File: config.mk
export PLATFORM = sky130hd
export DESIGN_NAME = pll_fraction_retune_writer
export DESIGN_NICKNAME = d
export VERILOG_FILES = /design/src/hw/rtl/prw_pkg.sv /design/src/hw/rtl/prw_div.sv /design/src/hw/rtl/pll_fraction_retune_writer.sv
export VERILOG_INCLUDE_DIRS = /design/src /design/src/hw/rtl
export SDC_FILE = /design/constraint.sdc
export NUM_CORES = 1
export LEC_CHECK = 0
export BUFFER_PORTS_ARGS = -buffer_cell sky130_fd_sc_hd__buf_2
export CORE_MARGIN = 2
export CORE_UTILIZATION = 30
export CTS_BUF_LIST = sky130_fd_sc_hd__clkbuf_4 sky130_fd_sc_hd__clkbuf_8 sky130_fd_sc_hd__clkbuf_16
export CTS_CLUSTER_SIZE = 20
export DETAILED_ROUTE_END_ITERATION = 12
export MAX_ROUTING_LAYER = met4
export PLACE_DENSITY = 0.48
export SYNTH_ARGS = -nofsm -noshare
export SYNTH_HDL_FRONTEND = slang
export SYNTH_HIERARCHICAL = 1
export SYNTH_SLANG_ARGS = --single-unit
File: constraint.sdc
create_clock -name clk -period 5.6 [get_ports clk]
set_clock_uncertainty 0.05 [all_clocks]
set_input_delay 0.56 -clock clk [delete_from_list [all_inputs] [get_ports clk]]
set_output_delay 0.56 -clock clk [all_outputs]
set_load 0.02 [all_outputs]
File: src/hw/rtl/pll_fraction_retune_writer_defines.svh
// Assertion macros for the PLL fraction retune writer.
// Included by the top level; no other dependencies.
`ifndef PLL_FRACTION_RETUNE_WRITER_DEFINES_SVH
`define PLL_FRACTION_RETUNE_WRITER_DEFINES_SVH

`ifndef NO_ASSERTIONS
// clocked check, off while reset is held
`define PRW_ASSERT(lbl, prop, msg) \
  lbl: assert property (@(posedge clk) disable iff (!rst_n) prop) else $error(msg);
// clocked check, also active during reset
`define PRW_ASSERT_ALWAYS(lbl, prop, msg) \
  lbl: assert property (@(posedge clk) prop) else $error(msg);
`else
`define PRW_ASSERT(lbl, prop, msg)
`define PRW_ASSERT_ALWAYS(lbl, prop, msg)
`endif

`endif

File: src/hw/rtl/prw_pkg.sv
// Shared types, constants and the microcode table of the retune writer.
// No dependencies.
package prw_pkg;

  localparam int OFFSET_W   = 16;
  localparam int FBASE_W    = 26;
  localparam int IBASE_W    = 16;
  localparam int ODIV_W     = 8;
  localparam int XTAL_W     = 27;
  localparam int CFG_IDX_W  = 3;
  localparam int CFG_DATA_W = 27;
  localparam int PROD_W     = ODIV_W + OFFSET_W;
  localparam int FRAC_SHIFT = 26;
  localparam int DIV_STEPS  = PROD_W + FRAC_SHIFT;
  localparam int CNT_W      = 6;
  localparam int QUO_W      = 32;
  localparam int FRAC_W     = 32;
  localparam int P2_BITS    = 19;
  localparam int PC_W       = 4;
  localparam int BYTE_W     = 8;

  localparam logic [CFG_IDX_W-1:0] REG_FRACTION_BASE  = 3'd0;
  localparam logic [CFG_IDX_W-1:0] REG_INTEGER_BASE   = 3'd1;
  localparam logic [CFG_IDX_W-1:0] REG_OUTPUT_DIVIDER = 3'd2;
  localparam logic [CFG_IDX_W-1:0] REG_CRYSTAL_HZ     = 3'd3;

  localparam logic [XTAL_W-1:0] CRYSTAL_RESET = 27'd27003380;
  localparam logic [BYTE_W-1:0] ADDR_FULL     = 8'd37;
  localparam logic [BYTE_W-1:0] ADDR_SHORT    = 8'd38;
  localparam logic [4:0]        P2_TOP_MARK   = 5'b10000;

  // datapath operations
  localparam logic [2:0] OP_WAIT = 3'd0;
  localparam logic [2:0] OP_MUL  = 3'd1;
  localparam logic [2:0] OP_DIV  = 3'd2;
  localparam logic [2:0] OP_FRAC = 3'd3;
  localparam logic [2:0] OP_P1   = 3'd4;
  localparam logic [2:0] OP_EMIT = 3'd5;

  // jump conditions
  localparam logic [1:0] COND_NONE   = 2'd0;
  localparam logic [1:0] COND_ALWAYS = 2'd1;
  localparam logic [1:0] COND_CNT_NZ = 2'd2;
  localparam logic [1:0] COND_SHORT  = 2'd3;

  // byte selects
  localparam logic [2:0] SEL_ADDR   = 3'd0;
  localparam logic [2:0] SEL_P1_MID = 3'd1;
  localparam logic [2:0] SEL_P1_LO  = 3'd2;
  localparam logic [2:0] SEL_P2_HI  = 3'd3;
  localparam logic [2:0] SEL_P2_MID = 3'd4;
  localparam logic [2:0] SEL_P2_LO  = 3'd5;

  // program steps
  localparam logic [PC_W-1:0] STEP_WAIT = 4'd0;
  localparam logic [PC_W-1:0] STEP_MUL  = 4'd1;
  localparam logic [PC_W-1:0] STEP_DIV  = 4'd2;
  localparam logic [PC_W-1:0] STEP_FRAC = 4'd3;
  localparam logic [PC_W-1:0] STEP_P1   = 4'd4;
  localparam logic [PC_W-1:0] STEP_ADDR = 4'd5;
  localparam logic [PC_W-1:0] STEP_B3   = 4'd6;
  localparam logic [PC_W-1:0] STEP_B4   = 4'd7;
  localparam logic [PC_W-1:0] STEP_B5   = 4'd8;
  localparam logic [PC_W-1:0] STEP_B6   = 4'd9;
  localparam logic [PC_W-1:0] STEP_B7   = 4'd10;

  typedef struct packed {
    logic [2:0]      op;
    logic [2:0]      sel;
    logic            first;
    logic            last;
    logic [1:0]      cond;
    logic [PC_W-1:0] target;
  } ctrl_t;

  typedef struct packed {
    logic load;
    logic step;
  } div_ctrl_t;

  function automatic ctrl_t rom_word(input logic [PC_W-1:0] pc);
    ctrl_t w;
    w = '{op: OP_WAIT, sel: SEL_ADDR, first: 1'b0, last: 1'b0,
          cond: COND_ALWAYS, target: STEP_WAIT};
    case (pc)
      STEP_WAIT: w = '{OP_WAIT, SEL_ADDR,   1'b0, 1'b0, COND_NONE,   STEP_WAIT};
      STEP_MUL:  w = '{OP_MUL,  SEL_ADDR,   1'b0, 1'b0, COND_NONE,   STEP_WAIT};
      STEP_DIV:  w = '{OP_DIV,  SEL_ADDR,   1'b0, 1'b0, COND_CNT_NZ, STEP_DIV};
      STEP_FRAC: w = '{OP_FRAC, SEL_ADDR,   1'b0, 1'b0, COND_NONE,   STEP_WAIT};
      STEP_P1:   w = '{OP_P1,   SEL_ADDR,   1'b0, 1'b0, COND_NONE,   STEP_WAIT};
      STEP_ADDR: w = '{OP_EMIT, SEL_ADDR,   1'b1, 1'b0, COND_SHORT,  STEP_B4};
      STEP_B3:   w = '{OP_EMIT, SEL_P1_MID, 1'b0, 1'b0, COND_NONE,   STEP_WAIT};
      STEP_B4:   w = '{OP_EMIT, SEL_P1_LO,  1'b0, 1'b0, COND_NONE,   STEP_WAIT};
      STEP_B5:   w = '{OP_EMIT, SEL_P2_HI,  1'b0, 1'b0, COND_NONE,   STEP_WAIT};
      STEP_B6:   w = '{OP_EMIT, SEL_P2_MID, 1'b0, 1'b0, COND_NONE,   STEP_WAIT};
      STEP_B7:   w = '{OP_EMIT, SEL_P2_LO,  1'b0, 1'b1, COND_ALWAYS, STEP_WAIT};
      default:   w = '{OP_WAIT, SEL_ADDR,   1'b0, 1'b0, COND_ALWAYS, STEP_WAIT};
    endcase
    return w;
  endfunction

endpackage

File: src/hw/rtl/prw_div.sv
// Bit-serial restoring divider: scaled offset product by crystal frequency.
// Depends on prw_pkg; stepped by the sequencer in the top level.
module prw_div
  import prw_pkg::*;
(
  input  logic              clk,
  input  div_ctrl_t         ctrl,
  input  logic [PROD_W-1:0] product,
  input  logic [XTAL_W-1:0] divisor,
  output logic [QUO_W-1:0]  quotient
);

  logic [PROD_W-1:0] num_r, num_nxt;
  logic [XTAL_W-1:0] rem_r, rem_nxt;
  logic [QUO_W-1:0]  quo_r, quo_nxt;
  logic [XTAL_W:0]   trial;
  logic [XTAL_W+1:0] diff;
  logic              ge;

  // numerator is product followed by FRAC_SHIFT zeros: shift zeros in
  assign trial = {rem_r, num_r[PROD_W-1]};
  assign diff  = {1'b0, trial} - {2'b00, divisor};
  assign ge    = ~diff[XTAL_W+1];

  always_comb begin
    num_nxt = num_r;
    rem_nxt = rem_r;
    quo_nxt = quo_r;
    if (ctrl.load) begin
      num_nxt = product;
      rem_nxt = '0;
      quo_nxt = '0;
    end else if (ctrl.step) begin
      num_nxt = {num_r[PROD_W-2:0], 1'b0};
      rem_nxt = ge ? diff[XTAL_W-1:0] : trial[XTAL_W-1:0];
      quo_nxt = {quo_r[QUO_W-2:0], ge};
    end
  end

  always_ff @(posedge clk) begin
    num_r <= num_nxt;
    rem_r <= rem_nxt;
    quo_r <= quo_nxt;
  end

  assign quotient = quo_r;

endmodule

File: src/hw/rtl/pll_fraction_retune_writer.sv
// Top level of the PLL fraction retune writer: microcoded sequencer,
// datapath and output register. Depends on prw_pkg, prw_div and the defines.
//
// Usage: each request on the in_ channel carries a signed offset in hertz.
// The block scales it by the output divider and 2^26, divides by the crystal
// frequency, adds it to the fraction base and streams one register write on
// the out_ channel: an address byte (first, tuser[0]), then four or five data
// bytes, the final one with tlast. tuser[1] marks a short write, in which the
// unchanged P1 middle byte is skipped.
// The bit-serial divider runs 50 steps per request. in_tready is high only in
// the wait step of the program, so one request is in flight at a time.
// A stall on out_ holds the sequencer in its emit step; a byte waits in the
// output register while the next one is prepared.
// Reset returns the program to its wait step, drops out_tvalid, loads the
// register defaults and clears the stored P1 middle byte. Configuration
// writes are always taken (cfg_ready is high) and must come while idle.
`include "pll_fraction_retune_writer_defines.svh"

module pll_fraction_retune_writer
  import prw_pkg::*;
(
  input  logic                  clk,
  input  logic                  rst_n,
  // configuration write channel
  input  logic                  cfg_valid,
  output logic                  cfg_ready,
  input  logic [CFG_IDX_W-1:0]  cfg_index,
  input  logic [CFG_DATA_W-1:0] cfg_data,
  // input requests
  input  logic                  in_tvalid,
  output logic                  in_tready,
  input  logic [OFFSET_W-1:0]   in_tdata,   // [15:0] offset_hz
  // result bytes
  output logic                  out_tvalid,
  input  logic                  out_tready,
  output logic [BYTE_W-1:0]     out_tdata,  // [7:0] write_byte
  output logic [1:0]            out_tuser,  // [0] first_byte, [1] short_write
  output logic                  out_tlast   // last_byte
);

  logic [FBASE_W-1:0] fbase_r;
  logic [IBASE_W-1:0] ibase_r;
  logic [ODIV_W-1:0]  odiv_r;
  logic [XTAL_W-1:0]  xtal_r;

  logic [PC_W-1:0]     pc_r, pc_nxt;
  logic [CNT_W-1:0]    cnt_r, cnt_nxt;
  logic [OFFSET_W-1:0] mag_r;
  logic                neg_r;
  logic [FRAC_W-1:0]   frac_r;
  logic [IBASE_W-1:0]  p1_r, p1_sum;
  logic [BYTE_W-1:0]   last_mid_r;
  logic                short_r;

  logic              out_valid_r;
  logic [BYTE_W-1:0] out_data_r;
  logic              out_first_r, out_last_r, out_short_r;

  ctrl_t             cw;
  div_ctrl_t         div_ctrl;
  logic [PROD_W-1:0] product;
  logic [QUO_W-1:0]  quotient;
  logic [QUO_W-1:0]  term;
  logic              slot_free;
  logic              hold;
  logic              take_jump;
  logic [BYTE_W-1:0] byte_sel;

  assign cw        = rom_word(pc_r);
  assign slot_free = ~out_valid_r | out_tready;
  assign in_tready = (cw.op == OP_WAIT);
  assign cfg_ready = 1'b1;

  // configuration registers
  always_ff @(posedge clk) begin
    if (!rst_n) begin
      fbase_r <= '0;
      ibase_r <= '0;
      odiv_r  <= '0;
      xtal_r  <= CRYSTAL_RESET;
    end else if (cfg_valid) begin
      case (cfg_index)
        REG_FRACTION_BASE:  fbase_r <= cfg_data[FBASE_W-1:0];
        REG_INTEGER_BASE:   ibase_r <= cfg_data[IBASE_W-1:0];
        REG_OUTPUT_DIVIDER: odiv_r  <= cfg_data[ODIV_W-1:0];
        REG_CRYSTAL_HZ:     xtal_r  <= cfg_data[XTAL_W-1:0];
        default: ;
      endcase
    end
  end

  assign div_ctrl.load = (cw.op == OP_MUL);
  assign div_ctrl.step = (cw.op == OP_DIV);
  assign product       = PROD_W'(odiv_r) * PROD_W'(mag_r);

  prw_div u_div (
    .clk      (clk),
    .ctrl     (div_ctrl),
    .product  (product),
    .divisor  (xtal_r),
    .quotient (quotient)
  );

  // zero crystal gives no offset term
  assign term   = (xtal_r == '0) ? '0 : quotient;
  assign p1_sum = ibase_r + {3'b000, frac_r[FRAC_W-1:P2_BITS]};

  always_comb begin
    case (cw.sel)
      SEL_ADDR:   byte_sel = short_r ? ADDR_SHORT : ADDR_FULL;
      SEL_P1_MID: byte_sel = p1_r[15:8];
      SEL_P1_LO:  byte_sel = p1_r[7:0];
      SEL_P2_HI:  byte_sel = {P2_TOP_MARK, frac_r[P2_BITS-1:16]};
      SEL_P2_MID: byte_sel = frac_r[15:8];
      SEL_P2_LO:  byte_sel = frac_r[7:0];
      default:    byte_sel = '0;
    endcase
  end

  // sequencer: hold in wait and emit steps until the handshake allows
  always_comb begin
    hold = 1'b0;
    if (cw.op == OP_WAIT) hold = ~in_tvalid;
    if (cw.op == OP_EMIT) hold = ~slot_free;
    case (cw.cond)
      COND_ALWAYS: take_jump = 1'b1;
      COND_CNT_NZ: take_jump = (cnt_r != '0);
      COND_SHORT:  take_jump = short_r;
      default:     take_jump = 1'b0;
    endcase
    cnt_nxt = cnt_r;
    if (cw.op == OP_MUL) cnt_nxt = CNT_W'(DIV_STEPS - 1);
    if (cw.op == OP_DIV) cnt_nxt = cnt_r - 1'b1;
    if (hold)           pc_nxt = pc_r;
    else if (take_jump) pc_nxt = cw.target;
    else                pc_nxt = pc_r + 1'b1;
  end

  always_ff @(posedge clk) begin
    if (!rst_n) begin
      pc_r        <= STEP_WAIT;
      last_mid_r  <= '0;
      out_valid_r <= 1'b0;
    end else begin
      pc_r <= pc_nxt;
      if (cw.op == OP_P1 && p1_sum[15:8] != last_mid_r) last_mid_r <= p1_sum[15:8];
      if (cw.op == OP_EMIT && slot_free) out_valid_r <= 1'b1;
      else if (out_tready)               out_valid_r <= 1'b0;
    end
  end

  // datapath registers
  always_ff @(posedge clk) begin
    cnt_r <= cnt_nxt;
    if (cw.op == OP_WAIT && in_tvalid) begin
      neg_r <= in_tdata[OFFSET_W-1];
      mag_r <= in_tdata[OFFSET_W-1] ? (~in_tdata + 1'b1) : in_tdata;
    end
    if (cw.op == OP_FRAC)
      frac_r <= {{(FRAC_W-FBASE_W){1'b0}}, fbase_r} + (neg_r ? (~term + 1'b1) : term);
    if (cw.op == OP_P1) begin
      p1_r    <= p1_sum;
      short_r <= (p1_sum[15:8] == last_mid_r);
    end
    if (cw.op == OP_EMIT && slot_free) begin
      out_data_r  <= byte_sel;
      out_first_r <= cw.first;
      out_last_r  <= cw.last;
      out_short_r <= short_r;
    end
  end

  assign out_tvalid = out_valid_r;
  assign out_tdata  = out_data_r;
  assign out_tuser  = {out_short_r, out_first_r};
  assign out_tlast  = out_last_r;

  `PRW_ASSERT(a_accept_starts_mul, (in_tvalid && in_tready) |=> (pc_r == STEP_MUL),
              "accepted request did not start the multiply step")
  `PRW_ASSERT(a_addr_byte, (out_tvalid && out_tuser[0]) |-> (out_tuser[1] ?
              (out_tdata == ADDR_SHORT) : (out_tdata == ADDR_FULL)),
              "address byte does not match write length")
  `PRW_ASSERT_ALWAYS(a_pc_range, $past(!rst_n) |-> (pc_r == STEP_WAIT),
                     "sequencer not in wait step after reset")

endmodule
# ---- Word-level counts from Yosys, hierarchy flattened
# Memory sizes are Yosys's and may differ from the RTL's. A register that Yosys moved wholly into a read port is not among the register bits.
# Cells that the tools add are included.
dict set report word_totals {
  reg_bits 256
  latch_bits 0
  ram_bits 0
  rom_bits 208
  inputBits 51
  out_inout_bits 14
  elab_cells 87
  mem_count 1
}
dict set report classes {
  add_sub_neg 7
  mul 1
  n_div 0
  order_cmp 0
  eq_ne 18
  shifts 0
  muxes 18
  n_bitwise 7
  n_reduce_logical 14
}
# memory depth width read_ports rd_ports_with_merged_regs wr line_no
set memory_table {}
lappend memory_table {{(no name shown)} 16 13 1 1 0 prw_pkg.sv:85} ;# case (pc)
# cell n
set ops {}
lappend ops {{2-to-1 mux 32 bit} 2}
lappend ops {{2-to-1 mux 24 bit} 2}
lappend ops {{case mux 8 bit (6 select lines)} 1}
lappend ops {{adder 26 x 32 -> 32 bit} 1}
lappend ops {{adder 32 x 1 -> 32 bit, second input constant} 1}
lappend ops {{NOT 32 bit} 1}
lappend ops {{subtractor 28 x 27 -> 29 bit} 1}
lappend ops {{logical NOT 27 bit} 1}
lappend ops {{2-to-1 mux 27 bit} 1}
lappend ops {{multiplier 8 x 16 -> 24 bit} 1}
lappend ops {{== test 3 x 2 -> 1 bit, second input constant} 6}
lappend ops {{adder 16 x 1 -> 16 bit, second input constant} 1}
lappend ops {{adder 16 x 13 -> 16 bit} 1}
lappend ops {{NOT 16 bit} 1}
lappend ops {{2-to-1 mux 15 bit} 1}
lappend ops {{== test 3 bit, second input constant} 4}
lappend ops {{2-to-1 mux 4 bit} 3}
lappend ops {{2-to-1 mux 6 bit} 2}
lappend ops {{== test 3 x 1 -> 1 bit, second input constant} 3}
lappend ops {{logical NOT 3 bit} 3}
lappend ops {{== test 8 bit} 1}
lappend ops {{!= test 8 bit} 1}
lappend ops {{AND reduction 2 bit} 4}
lappend ops {{nonzero test 6 bit} 1}
lappend ops {{other kinds (11)} 21}

# ---- Logic depth before layout (Yosys ltp)
# Gate-level depths: netlist of run 1.
dict set report logic_depth {
  word_depth 6
  mapped_depth 21
}

# ---- Modules after synthesis
# Netlist of run 1, hierarchy kept.
# module n_inst cells_each area_per_inst_um2
set by_module_without_submodules {}
lappend by_module_without_submodules {pll_fraction_retune_writer 1 1646 14427.6}
lappend by_module_without_submodules {prw_div 1 571 5126.2}

# ---- Least setup slack after synthesis of run 1
# OpenSTA, ideal clock, no wires.
dict set report synth_timing {
  kind {register to register}
  start {reg odiv_r[6]}
  end {reg u_div.num_r[22] (data pin)}
  setup_time_ns 0.260
  arrival_time_ns 4.850
  required_time_ns 5.290
  slack_ns 0.441
  stages_incl_launch_ff 18
  n_path_buf 1
  synth_period_minus_slack_ns 5.159
  path_cell_list {dfxtp_1 clkbuf_1 and2_1 fa_1 fa_1 fa_1 inv_1 fa_1 inv_1 ha_1 a21oi_1 o21ai_0 a41o_1 o31ai_1 o31ai_1 o41ai_1 xnor2_1 mux2_2}
}
dict set report synth_between {
  elab_chain_cells 2
}
# element line_no
set synth_lines {}
lappend synth_lines {{start, declared} pll_fraction_retune_writer.sv:43} ;# logic [ODIV_W-1:0] odiv_r;
lappend synth_lines {{start signal, assigned} pll_fraction_retune_writer.sv:85} ;# REG_OUTPUT_DIVIDER: odiv_r <= cfg_data[ODIV_W-1:0];
lappend synth_lines {{multiplier 8 x 16 -> 24 bit} pll_fraction_retune_writer.sv:94} ;# assign product = PROD_W'(odiv_r) * PROD_W'(mag_r);
lappend synth_lines {{via product[22]} pll_fraction_retune_writer.sv:61} ;# logic [PROD_W-1:0] product;
lappend synth_lines {{2-to-1 mux 24 bit} prw_div.sv:29} ;# if (ctrl.load) begin
lappend synth_lines {{via u_div.num_nxt[22]} prw_div.sv:13} ;# logic [PROD_W-1:0] num_r, num_nxt;
lappend synth_lines {{end signal, assigned} prw_div.sv:41} ;# num_r <= num_nxt;
lappend synth_lines {{end, declared} prw_div.sv:13}
# The timed path passes the listed nets, and every way through them passes these cells.
# A chain may end at the register's enable or synchronous reset.

# ---- Worst setup path after layout of run 1
dict set report layout_timing {
  start {reg mag_r[4]}
  end {reg u_div.num_r[23] (data pin)}
}
dict set report layout_between {
  elab_chain_cells 2
}
# element line_no
set layout_lines {}
lappend layout_lines {{start, declared} pll_fraction_retune_writer.sv:48} ;# logic [OFFSET_W-1:0] mag_r;
lappend layout_lines {{start signal, assigned} pll_fraction_retune_writer.sv:157} ;# mag_r <= in_tdata[OFFSET_W-1] ? (~in_tdata + 1'b1) : in_tdata;
lappend layout_lines {{multiplier 8 x 16 -> 24 bit} pll_fraction_retune_writer.sv:94}
lappend layout_lines {{via product[23]} pll_fraction_retune_writer.sv:61}
lappend layout_lines {{2-to-1 mux 24 bit} prw_div.sv:29}
lappend layout_lines {{via u_div.num_nxt[23]} prw_div.sv:13}
# The timed path passes the listed nets, and every way through them passes these cells.

==> flow_summary.yaml, run 1 <==
run_status:
  status: "complete, no violations"
critical_path:
  reg2reg_from: "mag_r[4]"
  critical_path_required_ns: 5.85
  reg2reg_setup_slack_ns: 0.25
  critPathCaptureType: "register"
  critPathKind: "reg2reg"
  critPathMaxFanout: 8
  critical_path.startpoint_type: "register"
  path_cells: "and2_1 -> fa_1 -> fa_1 -> fa_1 -> inv_1 -> fa_1 -> inv_1 -> ha_1 -> o21a_1 -> o21ai_0 -> a21oi_1 -> a311oi_2 -> o311ai_1 -> o31ai_1 -> xnor2_1 -> mux2_2"
  crit_top_cell: "fa_1"
  rr_worst_depth: 16
  cpPeakStageDelay_ns: 0.55
  r2r_end: "u_div/num_r[23]"
  slowest_stage: "fa_1"
  crit_arrival_ns: 5.59
sta:
  fin_setup_tns_ns: 0
  final-hold-violation-count: 0
  slew_violations: 0
  period_needed_ns: 5.35
  fmax_ghz: 0.187
  setup_viol: 0
  tightest_slew_ns: 1.09
  period_share_pct: 95.5
  timing.hold.ws_ns: 0.204
  relSlewSlack_pct: 27.4
  rsz0062_at_grt: "true"
pwr:
  power_switching_uw: 3040
  ir_worst_vdd_mv: 0.183
  swShare_pct: 37.3
  p_total_uw: 8130
  pwr-share-seq_pct: 33.0
  p_int_uw: 5100
  comb_power_share_pct: 38.8
  leakagePower_uw: 0.00928
  power_density_mw_per_mm2: 367
  power_frac_clock_pct: 28.2
floorplan:
  start_util_pct: 30.3
  io_pins: 65
  die_h_um: 259
  fp-row-count: 93
  die_w_um: 259
  dieArea_mm2: 0.0672
  core_mm2: 0.0645
clock_network:
  cts_buffers: 34
  cts_tree: "yes"
  clk_latency_ns: 0.55
  path_clk_slew_ns: 0.06
  htree_levels: 2
  clock-root-buffer: "clkbuf_16"
  clock_path_buffers: 3
  postCtsHoldBufs: 0
  cts_sinks: 266
global_route:
  grt_max_degree: 76
  use_met1_pct: 23.8
  grt_usage_pct: 16.5
  grt_remaining_overflow: 0
  antenna_found_initial: 0
  grt_pass1_wl_um: 86600
  grt.busiest_layer: "met2"
  first_global_vias: 15500
  use_met3_pct: 2.34
  gr-usage-met2_pct: 24.0
run:
  maxCapViolCount: 0
finish:
  syn_to_final_growth_pct: 13.4
  final_util_pct: 34.4
  layout_commonest_cell: "nand2_1"
  finalNonFillerCells: 3152
  layout-drive-gt1-share_pct: 10.6
  nets: 2533
  final_cell_mix: "282 x nand2_1, 180 x inv_1, 168 x nor2_1"
route:
  drt_iter0_markers: 1009
  wl_um: 53400
  ant_nets: 0
  vias_per_cell: 5.00
  drc_errors: 0
  wl_per_cell_um: 16.9
  dr.pass1.iters: 5
  vias: 15800
logic_synthesis:
  synth_edf_count: 107
  syn-num-nets: 2480
  ys_seq_area_share_pct: 32.7
  synth_ff_type: "dfxtp_1"
  avgSynthCellArea_um2: 8.82
  postSynth.asyncResetShare_pct: 0
  synth_area_mm2: 0.0196
  ys_warn_count: 6
  synth_cell_types: 91
  synth-seq-cells: 266
  synthCells: 2217
place:
  hpwl_um: 41100
  io_buffer_count: 63
  dp.cells: 3087
  routabilityCongestion: 0.858
worst_hold_path:
  min_path_cells: 3
  holdCritPathClass: "in2reg"
  hold_path_startpoint: "cfg_data[18]"
  holdPathEnd: "xtal_r[18]"
-- critical path: cells and delay by family, from the launching register on --
kind,cells,cell delay (ns)
adders and majority gates,5,2.45
AOI/OAI and AO/OA,6,1.39
DFF,1,0.49
muxes,1,0.26
and+or+nand+nor,1,0.23
xor gates and xnor gates,1,0.11
buffers and inverters,2,0.10
-- cell usage after synthesis, drive strengths merged, types with 12 or more instances --
library cell	number	area (um^2)
clkbuf	69	263
nand3	58	290
nand2b	18	113
a21o	32	240
and2	108	676
nor2	169	634
nor3	32	160
nand2	282	1060
a21oi	152	764
nor2b	16	100
o31ai	22	170
buf	32	155
o211ai	19	153
dfxtp	159	3180
xnor2	68	596
nor4	18	140
ha	125	1560
edfxtp	107	3210
a211oi	22	170
o21ai	79	395
mux2i	52	521
or3	25	156
xor2	39	342
mux2	26	293
nand4	12	90.1
o21a	15	113
inv	182	683
a311oi	23	201
fa	87	1740
a31oi	22	153
-- power groups by stage --
stage          Combinational (uW)  Clock (uW)  Sequential, uW
2_1_floorplan                2290           0            2630
3_3_place_gp                 3100           0            2720
3_5_place_dp                 3120           0            2730
4_1_cts                      3140        2390            2690
5_1_grt                      3510        2460            2730
6_report                     3150        2290            2690
-- worst max-delay path by stage --
stage / start / end / slack, ns / depth (start not counted)
finish: mag_r[4] / u_div/num_r[23] / 0.25 / 16
global placement: mag_r[2] / u_div/num_r[23] / 0.11 / 16
global route: odiv_r[4] / u_div/num_r[17] / -0.01 / 17
CTS: mag_r[2] / u_div/num_r[23] / 0.06 / 16
floorplan: odiv_r[6] / u_div/num_r[22] / 0.44 / 17
detailed placement: mag_r[2] / u_div/num_r[23] / 0.09 / 16
-- layer usage --
metal	wire [um]	part of all wire, %
met4	1240	2.3
met5	0	0
met1	27300	51
met3	2190	4.1
met2	22700	42
-- final cells by class --
class / count / area [um^2]
Clock inverter: 18 / 226
Clock buffer: 44 / 956
Inverter: 183 / 688
Antenna cell: 1 / 2.50
Timing Repair Buffer: 118 / 728
Fill cell: 6689 / 42300
Tap cell: 855 / 1070
Multi-Input combinational cell: 1667 / 12100
Sequential cell: 266 / 6400
-- per-stage QoR --
step | instance area [um^2] | setup WS, ns
after global placement | 20900 | 0.113
after CTS | 22100 | 0.0644
after global routing | 22200 | -0.0104
after floorplan | 19600 | 0.441
after detailed placement | 20900 | 0.0862
final | 22200 | 0.253
-- kinds of logic after synthesis --
kind of cell	synth area share (%)
simple gates	19.6
mux	4.16
fa+ha+maj	16.9
flops	32.7
compound gates	16.0
buf+inv	5.65
xor+xnor	4.91
other cells	0.0192
-- flip-flops by register name (all words and copies together), names as in the netlist, 4 cells and up --
signal and flops:
cnt_r 6, cw 10, fbase_r 26, frac_r 32, ibase_r 16, last_mid_r 8, mag_r 16, odiv_r 8
out_tdata 8, p1_r 16, pc_r 4, u_div/num_r 24, u_div/quotient 32, u_div/rem_r 27, xtal_r 27
-- repair_timing --
item	in CTS	in global routing
resized for setup	0	7
setup endpoints to repair	0	11
buffers inserted	0	2
Note: power is estimated with default switching activity, not from simulation.
==> run 2, diff against run 1 <==
Settings changed: CELL_PAD_IN_SITES_DETAIL_PLACEMENT set to 0, CELL_PAD_IN_SITES_GLOBAL_PLACEMENT set to 2, CTS_CLUSTER_DIAMETER set to 30, PLACE_DENSITY 0.48 to 0.68.
==> run 2 against run 1 <==
- worst setup slack improved by 0.00066 ns
- sequential power about the same
- combinational power about the same
- non-clock buffer count increased by 14
- core utilization increased by 2.6 points
- critical endpoint is now frac_r[25]
- critical path depth increased by 3
- clock power increased by 99%
- sequential share of layout area decreased by 2.0 points
- global-route usage increased by 0.99 points
- via count increased by 2.8%
- cell count increased by 3.0%
- largest cell class unchanged
- die area unchanged
- highest routed layer unchanged
==> flow_summary.yaml, run 2 (synthesis results as in run 1) <==
clock_network:
  clk_latency_ns: 0.59
  cts_tree: "yes"
  cts_sinks: 266
  clock-root-buffer: "clkbuf_16"
  cts_buffers: 77
  clock_path_buffers: 3
  htree_levels: 3
  path_clk_slew_ns: 0.05
critical_path:
  path_cells: "nor4_1 -> buf_4 -> nand4_1 -> or2_2 -> nand2_1 -> ha_1 -> nand2b_1 -> or3_1 -> o31a_1 -> a311oi_1 -> ha_1 -> a211oi_1 -> nand2_1 -> a211oi_1 -> o211a_1 -> o311ai_0 -> a31o_2 -> a21oi_1 -> xnor2_1"
  rr_worst_depth: 19
  crit_arrival_ns: 5.62
  critPathCaptureType: "register"
  critPathMaxFanout: 6
  reg2reg_setup_slack_ns: 0.25
  critical_path.startpoint_type: "register"
  critical_path_required_ns: 5.88
  slowest_stage: "or2_2"
  cpPeakStageDelay_ns: 0.44
  critPathKind: "reg2reg"
sta:
  fin_setup_tns_ns: 0
  fmax_ghz: 0.187
  rsz0062_at_grt: "false"
  relSlewSlack_pct: 23.6
  period_share_pct: 95.5
  final-hold-violation-count: 0
  setup_viol: 0
  tightest_slew_ns: 1.14
  period_needed_ns: 5.35
  slew_violations: 0
route:
  vias_per_cell: 4.99
  drc_errors: 0
  wl_um: 56700
  ant_nets: 0
  wl_per_cell_um: 17.5
  vias: 16200
  drt_iter0_markers: 1072
  dr.pass1.iters: 5
floorplan:
  fp-row-count: 93
  dieArea_mm2: 0.0672
  io_pins: 65
  core_mm2: 0.0645
  die_w_um: 259
  die_h_um: 259
  start_util_pct: 30.3
place:
  hpwl_um: 42400
  routabilityCongestion: 0.867
  io_buffer_count: 63
  dp.cells: 3103
pwr:
  ir_worst_vdd_mv: 0.297
  leakagePower_uw: 0.0101
  power_density_mw_per_mm2: 437
finish:
  final_cell_mix: "282 x nand2_1, 180 x inv_1, 168 x nor2_1"
  finalNonFillerCells: 3245
  nets: 2590
  layout-drive-gt1-share_pct: 14.2
  layout_commonest_cell: "nand2_1"
  n_antenna_cell: 0
  syn_to_final_growth_pct: 22.0
global_route:
  grt_usage_pct: 17.5
  grt_pass1_wl_um: 90300
  first_global_vias: 16100
  grt_max_degree: 97
  antenna_found_initial: 0
  grt_remaining_overflow: 0
worst_hold_path:
  holdCritPathClass: "in2reg"
  min_path_cells: 3
run_status:
  status: "complete, no violations"
run:
  maxCapViolCount: 0
==> run 2: metal layers <==
layer | GRT usage, % | up-vias | routed length [um]
met5 | - | - | 0
met2 | 25.0 | 305 | 23900
li1 | - | 7990 | -
met3 | 2.85 | 94 | 2260
met4 | 5.08 | 0 | 1290
met1 | 25.3 | 7818 | 29200
==> run 2: final timing paths <==
| kind | start | end |
|---|---|---|
| worst min-delay path | cfg_data[18] | xtal_r[18] |
| worst max-delay path | xtal_r[0] | frac_r[25] |
| worst max register to register | xtal_r[0] | frac_r[25] |
| worst min register to register | cw[6] | out_tlast |
==> run 2: stage by stage <==
step / power, uW / hold WS, ns / util (%) / area [um^2] / setup WS (ns)
5_1_grt: 11000 / 0.145 / 37.0 / 23900 / 0.000953
2_1_floorplan: 4920 / 0.336 / - / 19600 / 0.441
6_report: 10400 / 0.146 / 37.0 / 23900 / 0.254
3_3_place_gp: 5870 / 0.340 / 32.7 / 21100 / 0.148
4_1_cts: 10500 / 0.111 / 37.0 / 23800 / 0.0963
3_5_place_dp: 5880 / 0.347 / 32.7 / 21100 / 0.118
==> run 2: worst max-delay path, delay by kind of cell (launching register included) <==
kind            cells  cell delay (ns)
compound gates      8             2.29
buf+inv             1             0.17
fa+ha+maj           2             0.50
xor+xnor            1             0.12
simple gates        7             1.63
flops               1             0.31
==> run 2: where the power goes <==
part	internal, uW	total (uW)	switching [uW]
sequential	2470	2710	242
combinational	1240	3160	1920
clock	3250	4560	1310
total	6950	10400	3480
==> run 2: area by class of cell <==
cell class                      instances  area, um^2
Fill cell                            6636       40600
Multi-Input combinational cell       1667       12100
Tap cell                              855        1070
Timing Repair Buffer                  132         858
Inverter                              183         688
Clock inverter                         43         551
Sequential cell                       266        6400
Clock buffer                           99        2190
==> run 2: repair_timing <==
item / CTS / global route
setup buffers: 0 / 0
hold buffers: 0 / 0
gates resized for setup: 0 / 12
setup endpoints to repair: 0 / 5
